`config.mk`:
```
export PLATFORM = sky130hd
export DESIGN_NAME = fixed_frame_deframer_xor_check_top_flat
export DESIGN_NICKNAME = d
export VERILOG_FILES = /design/src/rtl/ffdx_pkg.sv /design/src/rtl/ffdx_if.sv /design/src/rtl/ffdx_streamer.sv /design/src/rtl/fixed_frame_deframer_xor_check_top.sv /design/src/flat_wrapper.sv
export SDC_FILE = /design/constraint.sdc
export NUM_CORES = 1
export LEC_CHECK = 0
export BUFFER_PORTS_ARGS = -buffer_cell sky130_fd_sc_hd__buf_2
export CORE_MARGIN = 4
export CORE_UTILIZATION = 60
export DETAILED_ROUTE_END_ITERATION = 8
export MAX_ROUTING_LAYER = met4
export PLACE_DENSITY = 0.78
export SLEW_MARGIN = 10
export SYNTH_ARGS = -nofsm -noshare
export SYNTH_HDL_FRONTEND = slang
export SYNTH_SLANG_ARGS = --single-unit
```
`constraint.sdc`:
```
create_clock -name clock -period 5.1 [get_ports clock]
set_input_delay 0.255 -clock clock [delete_from_list [all_inputs] [get_ports clock]]
set_output_delay 0.255 -clock clock [all_outputs]
set_load 0.03 [all_outputs]
```
`src/rtl/ffdx_pkg.sv`:
```
// Shared constants and types for the fixed-frame deframer with XOR check.
package ffdx_pkg;

   localparam int PAYLOAD_BYTES = 64;

   localparam logic [7:0] START_MARK = 8'hAA;
   localparam logic [7:0] END_MARK   = 8'h55;

   localparam int IDX_W = (PAYLOAD_BYTES > 1) ? $clog2(PAYLOAD_BYTES) : 1;
   localparam int CNT_W = $clog2(PAYLOAD_BYTES + 1);
   localparam int POS_W = $clog2(PAYLOAD_BYTES + 5);

   localparam logic [POS_W-1:0] POS_TYPE  = POS_W'(0);
   localparam logic [POS_W-1:0] POS_LEN_L = POS_W'(1);
   localparam logic [POS_W-1:0] POS_LEN_H = POS_W'(2);
   localparam logic [POS_W-1:0] POS_DATA  = POS_W'(3);
   localparam logic [POS_W-1:0] POS_CHECK = POS_W'(PAYLOAD_BYTES + 3);

   localparam logic [15:0] MAX_LEN = 16'(PAYLOAD_BYTES);

   // Frame verdict handed from the parser to the result streamer.
   typedef struct packed {
      logic             go;
      logic             reject;
      logic             no_data;
      logic [7:0]       ftype;
      logic [CNT_W-1:0] flen;
   } launch_type;

   // Payload buffer write port.
   typedef struct packed {
      logic             en;
      logic [IDX_W-1:0] addr;
      logic [7:0]       data;
   } wr_type;

endpackage

```
`src/rtl/ffdx_if.sv`:
```
// Request and response channel interfaces of the deframer.
interface ffdx_req_if;
   logic       valid;
   logic       ready;
   logic [7:0] rx_byte;

   modport source (output valid, output rx_byte, input ready);
   modport sink   (input valid, input rx_byte, output ready);
endinterface

interface ffdx_rsp_if;
   logic       valid;
   logic       ready;
   logic       status;
   logic [7:0] frame_type;
   logic [6:0] frame_length;
   logic [7:0] payload_byte;
   logic [5:0] byte_index;
   logic       last;

   modport source (output valid, output status, output frame_type, output frame_length,
                   output payload_byte, output byte_index, output last, input ready);
   modport sink   (input valid, input status, input frame_type, input frame_length,
                   input payload_byte, input byte_index, input last, output ready);
endinterface

```
`src/rtl/ffdx_streamer.sv`:
```
// Payload buffer and result streamer: holds the frame payload, plays back results.
module ffdx_streamer
   import ffdx_pkg::*;
(
   input  logic       clock,
   input  logic       reset,
   input  wr_type     wr,
   input  launch_type launch,
   output logic       busy,
   ffdx_rsp_if.source rsp
);

   typedef enum logic [2:0] {
      SS_IDLE  = 3'b001,
      SS_FETCH = 3'b010,
      SS_SHOW  = 3'b100
   } sstate_type;

   sstate_type       state_ff, state_in;
   logic [IDX_W-1:0] idx_ff, idx_in;
   logic             reject_ff, reject_in;
   logic             no_data_ff, no_data_in;
   logic [7:0]       ftype_ff, ftype_in;
   logic [CNT_W-1:0] flen_ff, flen_in;
   logic [7:0]       rdata_ff;
   logic [7:0]       mem [PAYLOAD_BYTES];
   logic             is_last;
   logic             rd_en;

   always_ff @(posedge clock) begin
      if (wr.en) begin
         mem[wr.addr] <= wr.data;
      end
      if (rd_en) begin
         rdata_ff <= mem[idx_ff];
      end
   end

   assign rd_en   = (state_ff == SS_FETCH);
   assign is_last = no_data_ff || ((CNT_W'(idx_ff) + CNT_W'(1)) == flen_ff);
   assign busy    = (state_ff != SS_IDLE);

   always_comb begin
      state_in   = state_ff;
      idx_in     = idx_ff;
      reject_in  = reject_ff;
      no_data_in = no_data_ff;
      ftype_in   = ftype_ff;
      flen_in    = flen_ff;
      unique case (state_ff)
         SS_IDLE: begin
            if (launch.go) begin
               idx_in     = '0;
               reject_in  = launch.reject;
               no_data_in = launch.no_data;
               ftype_in   = launch.ftype;
               flen_in    = launch.flen;
               state_in   = launch.no_data ? SS_SHOW : SS_FETCH;
            end
         end
         SS_FETCH: begin
            state_in = SS_SHOW;
         end
         SS_SHOW: begin
            if (rsp.ready) begin
               if (is_last) begin
                  state_in = SS_IDLE;
               end else begin
                  idx_in   = idx_ff + IDX_W'(1);
                  state_in = SS_FETCH;
               end
            end
         end
         default: state_in = SS_IDLE;
      endcase
   end

   always_ff @(posedge clock) begin
      if (reset) begin
         state_ff <= SS_IDLE;
      end else begin
         state_ff <= state_in;
      end
      idx_ff     <= idx_in;
      reject_ff  <= reject_in;
      no_data_ff <= no_data_in;
      ftype_ff   <= ftype_in;
      flen_ff    <= flen_in;
   end

   assign rsp.valid        = (state_ff == SS_SHOW);
   assign rsp.status       = reject_ff;
   assign rsp.frame_type   = ftype_ff;
   assign rsp.frame_length = 7'(flen_ff);
   assign rsp.payload_byte = no_data_ff ? 8'h00 : rdata_ff;
   assign rsp.byte_index   = no_data_ff ? 6'd0 : 6'(idx_ff);
   assign rsp.last         = is_last;

`ifndef SYNTHESIS
   // every fetch is followed by a shown result
   a_fetch_shows: assert property (@(posedge clock) disable iff (reset)
      rd_en |=> (state_ff == SS_SHOW))
      else $error("fetch not followed by result");

   // the final beat of a frame frees the streamer
   a_last_frees: assert property (@(posedge clock) disable iff (reset)
      (rsp.valid && rsp.ready && rsp.last) |=> !busy)
      else $error("streamer still busy after last beat");

   // a stalled result beat holds its payload
   a_rsp_hold: assert property (@(posedge clock) disable iff (reset)
      (rsp.valid && !rsp.ready) |=> rsp.valid && $stable(rsp.payload_byte)
         && $stable(rsp.byte_index) && $stable(rsp.last))
      else $error("stalled result beat changed");
`endif

endmodule

```
`src/rtl/fixed_frame_deframer_xor_check_top.sv`:
```
// Top level of the fixed-frame deframer with XOR checksum.
// Usage:
//   req carries one received byte per beat (rx_byte). Bytes are dropped until
//   the start marker 0xAA, then a fixed frame is collected: type, 16-bit
//   little-endian length, PAYLOAD_BYTES payload bytes, checksum, end byte.
//   rsp carries results. A good frame gives one beat per payload byte (or
//   one beat for a zero length), a bad frame one rejected beat; the final
//   beat of every frame has last set.
// Timing:
//   A byte is taken on every req beat up to the end byte. After the end byte
//   req.ready stays low while results play back: a buffer read, then the beat
//   on the registered read data, for each result beat.
//   The first beat follows the buffer read after the end byte (a zero-length
//   or rejected frame skips the read); req reopens once the streamer is idle again.
// Reset:
//   Synchronous, active high; the block returns to hunting for the start
//   marker. The payload buffer is not cleared; only entries written in the
//   current frame are ever read back.
// Stall:
//   A result beat holds until rsp.ready; no input is taken meanwhile.
module fixed_frame_deframer_xor_check_top
   import ffdx_pkg::*;
(
   input  logic       clock,
   input  logic       reset,
   ffdx_req_if.sink   req,
   ffdx_rsp_if.source rsp
);

   typedef enum logic [2:0] {
      ST_HUNT  = 3'b001,
      ST_BODY  = 3'b010,
      ST_DRAIN = 3'b100
   } state_type;

   state_type        state_ff, state_in;
   logic [POS_W-1:0] pos_ff, pos_in;
   logic [7:0]       type_ff, type_in;
   logic [15:0]      len_ff, len_in;
   logic [7:0]       xor_ff, xor_in;
   logic [7:0]       chk_ff, chk_in;

   logic             beat;
   logic [POS_W-1:0] data_pos;
   logic             bad;
   logic             busy;
   launch_type       launch;
   wr_type           wr;

   assign req.ready = (state_ff != ST_DRAIN);
   assign beat      = req.valid && req.ready;
   assign data_pos  = pos_ff - POS_DATA;

   // frame verdict, valid when the end byte is on the bus
   assign bad = (req.rx_byte != END_MARK) || (len_ff > MAX_LEN) || (chk_ff != xor_ff);

   always_comb begin
      state_in = state_ff;
      pos_in   = pos_ff;
      type_in  = type_ff;
      len_in   = len_ff;
      xor_in   = xor_ff;
      chk_in   = chk_ff;
      wr       = '{en: 1'b0, addr: IDX_W'(data_pos), data: req.rx_byte};
      launch   = '{go: 1'b0, reject: bad, no_data: bad || (len_ff == 16'd0),
                   ftype: bad ? 8'h00 : type_ff,
                   flen: bad ? CNT_W'(0) : CNT_W'(len_ff)};
      unique case (state_ff)
         ST_HUNT: begin
            if (beat && (req.rx_byte == START_MARK)) begin
               pos_in   = '0;
               xor_in   = 8'h00;
               state_in = ST_BODY;
            end
         end
         ST_BODY: begin
            if (beat) begin
               pos_in = pos_ff + POS_W'(1);
               if (pos_ff == POS_TYPE) begin
                  type_in = req.rx_byte;
                  xor_in  = req.rx_byte;
               end else if (pos_ff == POS_LEN_L) begin
                  len_in = {len_ff[15:8], req.rx_byte};
                  xor_in = xor_ff ^ req.rx_byte;
               end else if (pos_ff == POS_LEN_H) begin
                  len_in = {req.rx_byte, len_ff[7:0]};
                  xor_in = xor_ff ^ req.rx_byte;
               end else if (pos_ff < POS_CHECK) begin
                  // payload byte: store it; only the first len bytes count
                  wr.en = 1'b1;
                  if (16'(data_pos) < len_ff) begin
                     xor_in = xor_ff ^ req.rx_byte;
                  end
               end else if (pos_ff == POS_CHECK) begin
                  chk_in = req.rx_byte;
               end else begin
                  // end byte: judge and hand over to the streamer
                  launch.go = 1'b1;
                  pos_in    = '0;
                  state_in  = ST_DRAIN;
               end
            end
         end
         ST_DRAIN: begin
            if (!busy) begin
               state_in = ST_HUNT;
            end
         end
         default: state_in = ST_HUNT;
      endcase
   end

   always_ff @(posedge clock) begin
      if (reset) begin
         state_ff <= ST_HUNT;
         pos_ff   <= '0;
      end else begin
         state_ff <= state_in;
         pos_ff   <= pos_in;
      end
      type_ff <= type_in;
      len_ff  <= len_in;
      xor_ff  <= xor_in;
      chk_ff  <= chk_in;
   end

   ffdx_streamer u_streamer (
      .clock  (clock),
      .reset  (reset),
      .wr     (wr),
      .launch (launch),
      .busy   (busy),
      .rsp    (rsp)
   );

`ifndef SYNTHESIS
   // results only appear while input is held off
   a_rsp_in_drain: assert property (@(posedge clock) disable iff (reset)
      rsp.valid |-> (state_ff == ST_DRAIN))
      else $error("result beat outside drain");

   // a verdict is only issued from the frame body
   a_launch_body: assert property (@(posedge clock) disable iff (reset)
      launch.go |-> (state_ff == ST_BODY) && beat)
      else $error("launch outside frame body");

   // the streamer picks up every verdict
   a_launch_taken: assert property (@(posedge clock) disable iff (reset)
      launch.go |=> busy)
      else $error("streamer missed a frame verdict");
`endif

endmodule

```
`src/flat_wrapper.sv`:
```
// flat-port wrapper written by rule: the top's interface ports become plain ports
module fixed_frame_deframer_xor_check_top_flat import ffdx_pkg::*;
  (clock, reset, req_valid, req_rx_byte, req_ready, rsp_valid, rsp_status, rsp_frame_type, rsp_frame_length, rsp_payload_byte, rsp_byte_index, rsp_last, rsp_ready);
  ffdx_req_if req_i ();
  ffdx_rsp_if rsp_i ();
  input  logic clock;
  input  logic reset;
  input wire logic [$bits(req_i.valid)-1:0] req_valid;
  input wire logic [$bits(req_i.rx_byte)-1:0] req_rx_byte;
  output wire logic [$bits(req_i.ready)-1:0] req_ready;
  output wire logic [$bits(rsp_i.valid)-1:0] rsp_valid;
  output wire logic [$bits(rsp_i.status)-1:0] rsp_status;
  output wire logic [$bits(rsp_i.frame_type)-1:0] rsp_frame_type;
  output wire logic [$bits(rsp_i.frame_length)-1:0] rsp_frame_length;
  output wire logic [$bits(rsp_i.payload_byte)-1:0] rsp_payload_byte;
  output wire logic [$bits(rsp_i.byte_index)-1:0] rsp_byte_index;
  output wire logic [$bits(rsp_i.last)-1:0] rsp_last;
  input wire logic [$bits(rsp_i.ready)-1:0] rsp_ready;
  assign req_i.valid = req_valid;
  assign req_i.rx_byte = req_rx_byte;
  assign req_ready = req_i.ready;
  assign rsp_valid = rsp_i.valid;
  assign rsp_status = rsp_i.status;
  assign rsp_frame_type = rsp_i.frame_type;
  assign rsp_frame_length = rsp_i.frame_length;
  assign rsp_payload_byte = rsp_i.payload_byte;
  assign rsp_byte_index = rsp_i.byte_index;
  assign rsp_last = rsp_i.last;
  assign rsp_i.ready = rsp_ready;
  fixed_frame_deframer_xor_check_top u_core (.clock(clock), .reset(reset), .req(req_i), .rsp(rsp_i));
endmodule
```
### After elaboration in Yosys (flattened, before gate mapping)

Memories as Yosys holds them, arrays and structs flattened. A register that Yosys moved wholly into a read port is not among the register bits.
Index checks and enable logic that the tools add are counted.
W data, S select, Z words.

* register bits after elaboration: 76
* bits in writable memories: 512
* bits of input ports: 12
* output and inout bits: 33
* memories kept: 1

* add/subtract/negate cells: 4
* $lt $le $gt $ge: 3
* equality and inequality tests: 28
* mux-type cells: 52
* bitwise logic cells: 5
* reduce and logical (&&, ||, !) cells: 20

Memories
* u_core.u_streamer.mem: depth 64, bits a word 8, read ports 1, clocked after memory_dff 1, write ports 1, RTL line ffdx_streamer.sv:26 `logic [7:0] mem [PAYLOAD_BYTES];`

Operators by type and width (count)
* $mux W8: 9
* $mux W7: 7
* $mux W3: 11
* $mux W6: 4
* $pmux W3 S3: 2
* $gt A16 B7 Y1 const B: 1
* $logic_not A16 Y1: 1
* $lt A7 B16 Y1: 1
* $pmux W8 S2: 1
* $mux W1: 15
* $ne A2 B2 Y1 const B: 7
* $pmux W7 S2: 1
* $pmux W6 S2: 1
* $ne A5 B1 Y1 const B: 2
* $reduce_and A5 Y1: 2
* $eq A8 B8 Y1 const B: 1
* $ne A2 B1 Y1 const B: 4
* $ne A8 B7 Y1 const B: 1
* $ne A8 B8 Y1: 1
* $reduce_and A4 Y1: 2
* $reduce_and A8 Y1: 1
* $xor A8 B8 Y8: 1
* $add A6 B1 Y7 const B: 1
* $add A7 B1 Y7 const B: 1
* other kinds (21): 34

### Depth between registers and ports, before layout

Gate-level depths: netlist (run 1).

* word-level depth: 10
* depth in mapped cells: 10
* depth with buffers taken out: 9

### Hierarchy

From an unflattened synthesis (run 1), not the netlist that was laid out.

* cell total of the unflattened synthesis: 1313
* area total of the unflattened synthesis: 24058.1 sq um

By module, submodules not included
* ffdx_streamer: instances 1, cells an instance 1081, area an instance 21440.6 sq um, seq. area each 16365.7 sq um
* fixed_frame_deframer_xor_check_top: instances 1, cells an instance 232, area an instance 2617.5 sq um, seq. area each 1401.3 sq um

### Worst setup path after synthesis (run 1)

Ideal clock, no wire load.

* path kind: reg2reg
* start point: register u_core.pos_ff[0]
* end point: register u_core.u_streamer.idx_ff[0], enable pin
* setup time: 363 ps
* data arrival time: 2919 ps
* required time: 4737 ps
* path slack: 1818 ps
* cell stages (with the launch flop): 7
* buffers on the path: 1
* clock period less this slack: 3282 ps
* cells stage by stage: dfxtp_1 -> clkbuf_1 -> and3b_1 -> o211ai_1 -> nor3_1 -> inv_1 -> a21oi_1

* word-level cells in the longest chain between the ends: 10

RTL lines
* from (decl): RTL line fixed_frame_deframer_xor_check_top.sv:37 `logic [POS_W-1:0] pos_ff, pos_in;`
* from (signal assigned): RTL line fixed_frame_deframer_xor_check_top.sv:119 `pos_ff <= pos_in;`
* parallel branches: the longest is 5 deep, another holds $lt A7 B7 Y1
* $mux W1 (*): RTL line fixed_frame_deframer_xor_check_top.sv:79 `if (pos_ff == POS_TYPE) begin`
* $mux W1 (*): RTL line fixed_frame_deframer_xor_check_top.sv:77 `if (beat) begin`
* $mux W1 (*): RTL line fixed_frame_deframer_xor_check_top.sv:68 `unique case (state_ff)`
* $ne A2 B1 Y1 (no source line) (*)
* $reduce_and A4 Y1 (no source line) (*)
* to (signal assigned): RTL line ffdx_streamer.sv:84 `idx_ff <= idx_in;`
* to (decl): RTL line ffdx_streamer.sv:20 `logic [IDX_W-1:0] idx_ff, idx_in;`

Mark *: on every way between the ends.
A chain may end at the register's enable or synchronous reset.

### Worst setup path after layout (run 1)

* start point: register u_core.pos_ff[0]
* end point: memory u_core.u_streamer.mem[11][0], enable pin

* word-level cells in the longest chain between the ends: 9

RTL lines
* $lt A7 B7 Y1: RTL line fixed_frame_deframer_xor_check_top.sv:88 `end else if (pos_ff < POS_CHECK) begin`
* $mux W1: RTL line fixed_frame_deframer_xor_check_top.sv:88
* $mux W1: RTL line fixed_frame_deframer_xor_check_top.sv:85 `end else if (pos_ff == POS_LEN_H) begin`
* $mux W1: RTL line fixed_frame_deframer_xor_check_top.sv:82 `end else if (pos_ff == POS_LEN_L) begin`
* $mux W1: RTL line fixed_frame_deframer_xor_check_top.sv:79
* $mux W1: RTL line fixed_frame_deframer_xor_check_top.sv:77
* $mux W1: RTL line fixed_frame_deframer_xor_check_top.sv:68
* $mux W1: RTL line ffdx_streamer.sv:31 `if (wr.en) begin`
* $mux W1 (not written as such): RTL line ffdx_streamer.sv:32 `mem[wr.addr] <= wr.data;`
* to (decl): RTL line ffdx_streamer.sv:26

Several ways; a longest one is shown, not always the timed one.

==> flow_metrics.tcl, run 1 <==
set metrics [dict create \
    status "finished, final reports clean" \
    avgSynthCellArea_um2 18.2 \
    antenna_found_initial 0 \
    max_stage_delay_ps 880 \
    io_pins 45 \
    arrival_ps 4200 \
    layout-drive-gt1-share 0.181 \
    place_area_um2 24600 \
    cts_max_level 2 \
    final_cells 1941 \
    grt_max_degree 134 \
    drv_cap 0 \
    final_cell_area_um2 26600 \
    post-route-min-period_ps 3960 \
    clock_latency_ps 610 \
    drt-total-wl_mm 56.7 \
    rsz0062_at_grt "false" \
    slew_violations 0 \
    grt_pass1_vias 13000 \
    nFillCells 2393 \
    portBuffers 44 \
    die_h_um 208 \
    p_leak_nw 8.56 \
    rr_endpoint "u_core.u_streamer.mem[11][0]" \
    r2r-start "u_core.pos_ff[0]" \
    fin_nets 1397 \
    detailed_place_hpwl_mm 33.2 \
    die_area_um2 43100 \
    drc 0 \
    syn_nets 1334 \
    initial_core_util 0.612 \
    crit_path_start_kind "register" \
    grt_first_pass_wirelength_mm 84.8 \
    ir_drop_mv 0.483 \
    cp_max_fo 12 \
    via_per_inst 6.65 \
    synth_compound_area_frac 0.0398 \
    wire_per_inst_um 29.2 \
    finClkSkew_ps 13.3 \
    ant_nets 0 \
    yosysMostFrequentCell "edfxtp_1" \
    die_x_um 208 \
    setup.worst_path.start "u_core.pos_ff[0]" \
    synth.cell_area_um2 23900 \
    hold_class "in -> reg" \
    cts_resized 0 \
    synth_seq_cells 596 \
    synth_simple_gate_area_share 0.0590 \
    critPathRequiredTime_ps 5340 \
    cpMaxStageDelayCell "nor2_1" \
    synth-adder-area-share 0.00576 \
    path_cells "inv_1 -> ha_1 -> or3_1 -> and3_1 -> a2111oi_4 -> nand3_1 -> nor2_1" \
    yosysTopAreaCellShare 0.733 \
    cts-root-buf "clkbuf_16" \
    vias 12900 \
    grt.total_usage 0.272 \
    clk_pin_slew_ps 60 \
    fin_setup_tns_ps 0 \
    yosysUniqueCellTypes 55 \
    synthTopCellsByCount "edfxtp_1 (583), nor2_1 (107), mux4_2 (104)" \
    core_area_um2 39000 \
    yosys_warnings 0 \
    endpoint_kind "register" \
    cts_sinks 596 \
    first_pass_iters 5 \
    fmax_ghz 0.253 \
    finalHoldViolations 0 \
    synth_top_family_by_area "multiplexers" \
    yosys-top-cells-area "edfxtp_1 (73%), mux4_2 (9.8%), mux2i_1 (2.7%)" \
    timing.hold.ws_ps 26.5 \
    path_class "reg -> reg" \
    area_growth_pct 11.4 \
    setup_viol 0 \
    yosysSeqAreaShare 0.744 \
    clk_path_buf_depth 3 \
    overflow 0 \
    async_flop_share 0 \
    worst_pin_slew_ps 997 \
    post-route-period-util 0.776 \
    syn_inst 1311 \
    dpl.cell_count 1829 \
    rows 72 \
    power_density_nw_per_um2 370 \
    gp_congestion 0.899 \
    timing.reg2reg.setup_slack_ps 1140 \
    cts_made_buffers 57 \
    synth_edf_count 583 \
    max_slew_margin 0.335 \
    fin_total_pwr_mw 9.84 \
    synth_xor_area_frac 0.0123 \
    synth.area.mux_share 0.125 \
    seqCellArea_um2 17800 \
    drt_iter0_markers 1721 \
    cts_tree "yes" \
    reg2reg_depth 7 \
    ys.flop_type "edfxtp_1" \
    yosysTopAreaCell "edfxtp_1" \
    crit_end "u_core.u_streamer.mem[11][0]" \
    multi_input_area_um2 5790 \
]
-- through the flow --
step	utilization	worst slack [ps]
after floorplan	-	1820
after global placement	0.632	1330
after detailed placement	0.632	1210
after CTS	0.682	1190
after global routing	0.682	1020
final	0.682	1140
-- where the power goes --
part | internal (mW) | switching (mW)
registers | 5.37 | 0.0000546
clock network | 2.56 | 1.80
logic | 0.0117 | 0.100
-- state kept, by name, indices dropped and copies added, names as in the netlist, 7 cells and up --
name / flops
u_core.u_streamer.mem: 512
u_core.len_ff: 16
u_core.chk_ff: 8
u_core.type_ff: 8
u_core.u_streamer.rdata_ff: 8
u_core.u_streamer.rsp.frame_type: 8
u_core.xor_ff: 8
u_core.pos_ff: 7
u_core.u_streamer.rsp.frame_length: 7
-- repair_timing --
item | CTS | global route
hold buffers | 4 | 0
endpoints found under the setup margin | 0 | 0
setup buffers | 0 | 0
hold endpoints to repair | 9 | 0
-- cells in the final DEF, fill, tap and decap left out, drive strengths merged, types with 4 or more instances in the layout --
cell         Yosys  final
dlygate4sd3      0      4
nand3           20     20
dfxtp           13     13
clkbuf          24     71
mux4           104    104
nor4             8      8
nand4            4      4
and2            17     17
bufinv           0      9
edfxtp         583    583
o22ai            8      8
nor3            11     11
nor2b           33     33
clkinv           0     20
nand2           55     55
buf             37     61
inv             16     19
nand2b           8      8
mux2i           65     65
o211ai          10     10
xnor2           15     15
a21o             5      5
xor2            16     16
a22o             6      6
a21oi           35     35
a211oi          12     12
a22oi           34     34
clkinvlp         0      4
nor2           107    107
and3            12     12
ha              11     11
o21ai           10     10
-- critical path, delay by kind of cell, from the launching register on --
family / cells / cell delay, ps
AND/OR/NAND/NOR: 4 / 2250
flip-flops: 1 / 580
AO/OA/AOI/OAI: 1 / 350
adder cells (fa/ha/maj): 1 / 240
buffers and inverters: 1 / 160
-- metal layers --
metal	track usage	vias up	part of all wire
met5	-	-	0
met2	0.411	815	0.48
met1	0.391	6609	0.39
met4	0.0910	0	0.033
met3	0.0410	120	0.096
li1	-	5355	-
-- area by class of cell --
| class | instances | area share |
|---|---|---|
| Multi-Input combinational cell | 638 | 0.217 |
| Clock buffer | 71 | 0.0567 |
| Inverter | 16 | 0.00226 |
| Antenna cell | 1 | 0.0000940 |
| Tap cell | 518 | 0.0243 |
| Sequential cell | 596 | 0.667 |
| Clock inverter | 36 | 0.0161 |
| Timing Repair Buffer | 65 | 0.0155 |
-- how the worst min path moves through the flow --
stage / from / endpoint / slack (ps) / cells past startpoint
6_report: req_rx_byte[1] / u_core.u_streamer.mem[2][1] / 30 / 1
5_1_grt: req_rx_byte[1] / u_core.len_ff[1] / 9 / 1
4_1_cts: req_rx_byte[1] / u_core.chk_ff[1] / 10 / 1
3_5_place_dp: u_core.type_ff[4] / u_core.u_streamer.rsp.frame_type[4] / 500 / 1
3_3_place_gp: u_core.type_ff[4] / u_core.u_streamer.rsp.frame_type[4] / 510 / 1
2_1_floorplan: reset / u_core.u_streamer.state_ff[1] / 330 / 1
-- logic make-up after synthesis --
logic type / after synthesis
flip-flops: 596
buffers and inverters: 77
AND/OR/NAND/NOR: 290
XOR/XNOR: 32
adder cells (fa/ha/maj): 11
AO/OA/AOI/OAI: 136
multiplexers: 169
Note: power is estimated with default switching activity, not from simulation.
==> inputs of run 2 (changes only) <==
- CORE_UTILIZATION: 60 -> 56
- PLACE_DENSITY: 0.78 -> 0.76
- clock period: 5.1 -> 3.58 ns (I/O delays scaled with it)
==> flow_metrics.tcl, run 2 (synthesized netlist as in run 1, its figures left out) <==
set metrics [dict create \
    ir_drop_mv 0.362 \
    area_growth_pct 13.4 \
    critPathRequiredTime_ps 3400 \
    post-route-min-period_ps 3070 \
    wire_per_inst_um 26.6 \
    cts_tree "yes" \
    path_class "reg -> out" \
    p_leak_nw 8.92 \
    path_cells "ha_1 -> nand3_1 -> xnor2_1 -> o311ai_0 -> a21o_1 -> buf_2" \
    drc 0 \
    first_pass_iters 5 \
    fin_setup_tns_ps 0 \
    min_path_cells 1 \
    finalHoldViolations 0 \
    cts_sinks 596 \
    setup.worst_path.start "u_core.u_streamer.idx_ff[0]" \
    timing.reg2reg.setup_slack_ps 530 \
    drt-total-wl_mm 54.4 \
    cp_max_fo 10 \
    slew_violations 0 \
    ant_nets 0 \
    die_x_um 215 \
    fin_total_pwr_mw 13.4 \
    via_per_inst 6.26 \
    max_stage_delay_ps 770 \
    fin_nets 1482 \
    final_common_cell "edfxtp_1" \
    status "finished, final reports clean" \
    grt_pass1_vias 13100 \
    rr_endpoint "u_core.u_streamer.mem[12][7]" \
    die_h_um 215 \
    switching_share 0.191 \
    largest_register_ffs 512 \
    final_cell_mix "edfxtp_1 (583), nor2_1 (107), mux4_2 (104)" \
    max_slew_margin 0.143 \
    endpoint_kind "output port" \
    cts-root-buf "clkbuf_16" \
    core_area_um2 42000 \
    clk_pin_slew_ps 70 \
    regMostFlops "u_core.u_streamer.mem" \
    layout-drive-gt1-share 0.218 \
    p_sw_mw 2.55 \
    rsz0062_at_grt "false" \
    initial_core_util 0.568 \
    finClkSkew_ps 8.64 \
    io_pins 45 \
    detailed_place_hpwl_mm 33.4 \
    grt_max_degree 71 \
    multi_input_area_um2 5790 \
    vias 12800 \
    nFillCells 2811 \
    arrival_ps 2890 \
    post-route-period-util 0.857 \
    antenna_found_initial 1 \
    cts_made_buffers 56 \
    reg_top3 "u_core.u_streamer.mem: 512 flops, u_core.len_ff: 16 flops" \
    cpMaxStageDelayCell "edfxtp_1" \
    grt.total_usage 0.246 \
    whs_endpoint "u_core.u_streamer.mem[34][5]" \
    portBuffers 44 \
    grt_first_pass_wirelength_mm 82.7 \
    seqCellArea_um2 17800 \
    hold_class "in -> reg" \
    hold_start "req_rx_byte[5]" \
    overflow 0 \
    die_area_um2 46000 \
    p_comb_frac 0.011 \
    drt_iter0_markers 1376 \
    r2r-start "u_core.pos_ff[1]" \
    power_density_nw_per_um2 493 \
    crit_path_start_kind "register" \
    rows 75 \
    clk_path_buf_depth 3 \
    worst_pin_slew_ps 1280 \
    gp_congestion 0.863 \
    reg2reg_depth 10 \
    setup_viol 0 \
    clock_latency_ps 600 \
    p_seq_frac 0.573 \
    drv_cap 0 \
    p_clk_frac 0.417 \
    fmax_ghz 0.326 \
    cts_max_level 2 \
    intPower_mw 10.8 \
]
-- run 2: changes by cell type in the layout (fill, tap and decap cells not counted), sizes merged --
cell	change
buf	+85
clkbuf	+9
bufinv	-7
clkinvlp	-4
inv	-3
dlygate4sd3	+1
-- run 2: what timing repair did --
action | in CTS | in global routing
buffers inserted | 0 | 0
hold buffers | 5 | 0
gates resized for setup | 0 | 0
endpoints found under the hold margin | 13 | 0
-- run 2: power by group through the flow --
stage	Sequential (mW)	Clock (mW)	Combinational (mW)
floorplan	7.79	0	0.00719
global placement	7.79	0	0.134
detailed placement	7.79	0	0.142
CTS	7.64	5.64	0.144
global route	7.64	5.96	0.154
finish	7.64	5.56	0.144
-- run 2: worst max-delay path by stage --
stage | endpoint | cells past startpoint
2_1_floorplan | u_core.u_streamer.idx_ff[0] | 6
6_report | rsp_last | 6
3_3_place_gp | u_core.u_streamer.rdata_ff[0] | 5
3_5_place_dp | u_core.xor_ff[6] | 10
4_1_cts | rsp_last | 6
5_1_grt | u_core.xor_ff[2] | 10
-- run 2: final cells by class --
cell class,count,area share
Timing Repair Buffer,151,0.0401
Multi-Input combinational cell,638,0.214
Clock buffer,80,0.0573
Sequential cell,596,0.656
Clock inverter,22,0.00541
Inverter,16,0.00222
Antenna cell,1,0.0000924
Tap cell,539,0.0249
-- run 2: per-layer routing --
| layer | global-route usage | share of wire | vias to the layer above |
|---|---|---|---|
| met5 | - | 0 | - |
| li1 | - | - | 5522 |
| met3 | 0.0421 | 0.083 | 105 |
| met1 | 0.341 | 0.40 | 6500 |
| met2 | 0.377 | 0.48 | 656 |
| met4 | 0.0856 | 0.037 | 0 |
-- run 2: stage by stage --
| step | worst slack (ps) | cells | util | hold WS, ps | instance area, um^2 |
|---|---|---|---|---|---|
| after floorplan | 298 | 1311 | - | 257 | 23900 |
| after global placement | 687 | 1935 | 0.602 | 439 | 25300 |
| after global routing | 300 | 2043 | 0.644 | 87.8 | 27100 |
| final | 514 | 2043 | 0.644 | 82.9 | 27100 |
| after CTS | 506 | 2042 | 0.644 | 54.4 | 27100 |
| after detailed placement | 598 | 1935 | 0.602 | 451 | 25300 |
-- run 2: critical path: cells and delay by family, from the launching register on --
kind	cells	cell delay, ps
compound gates	2	570
xor+xnor	1	190
fa+ha+maj	1	320
buf+inv	1	200
flops	1	770
simple gates	1	230
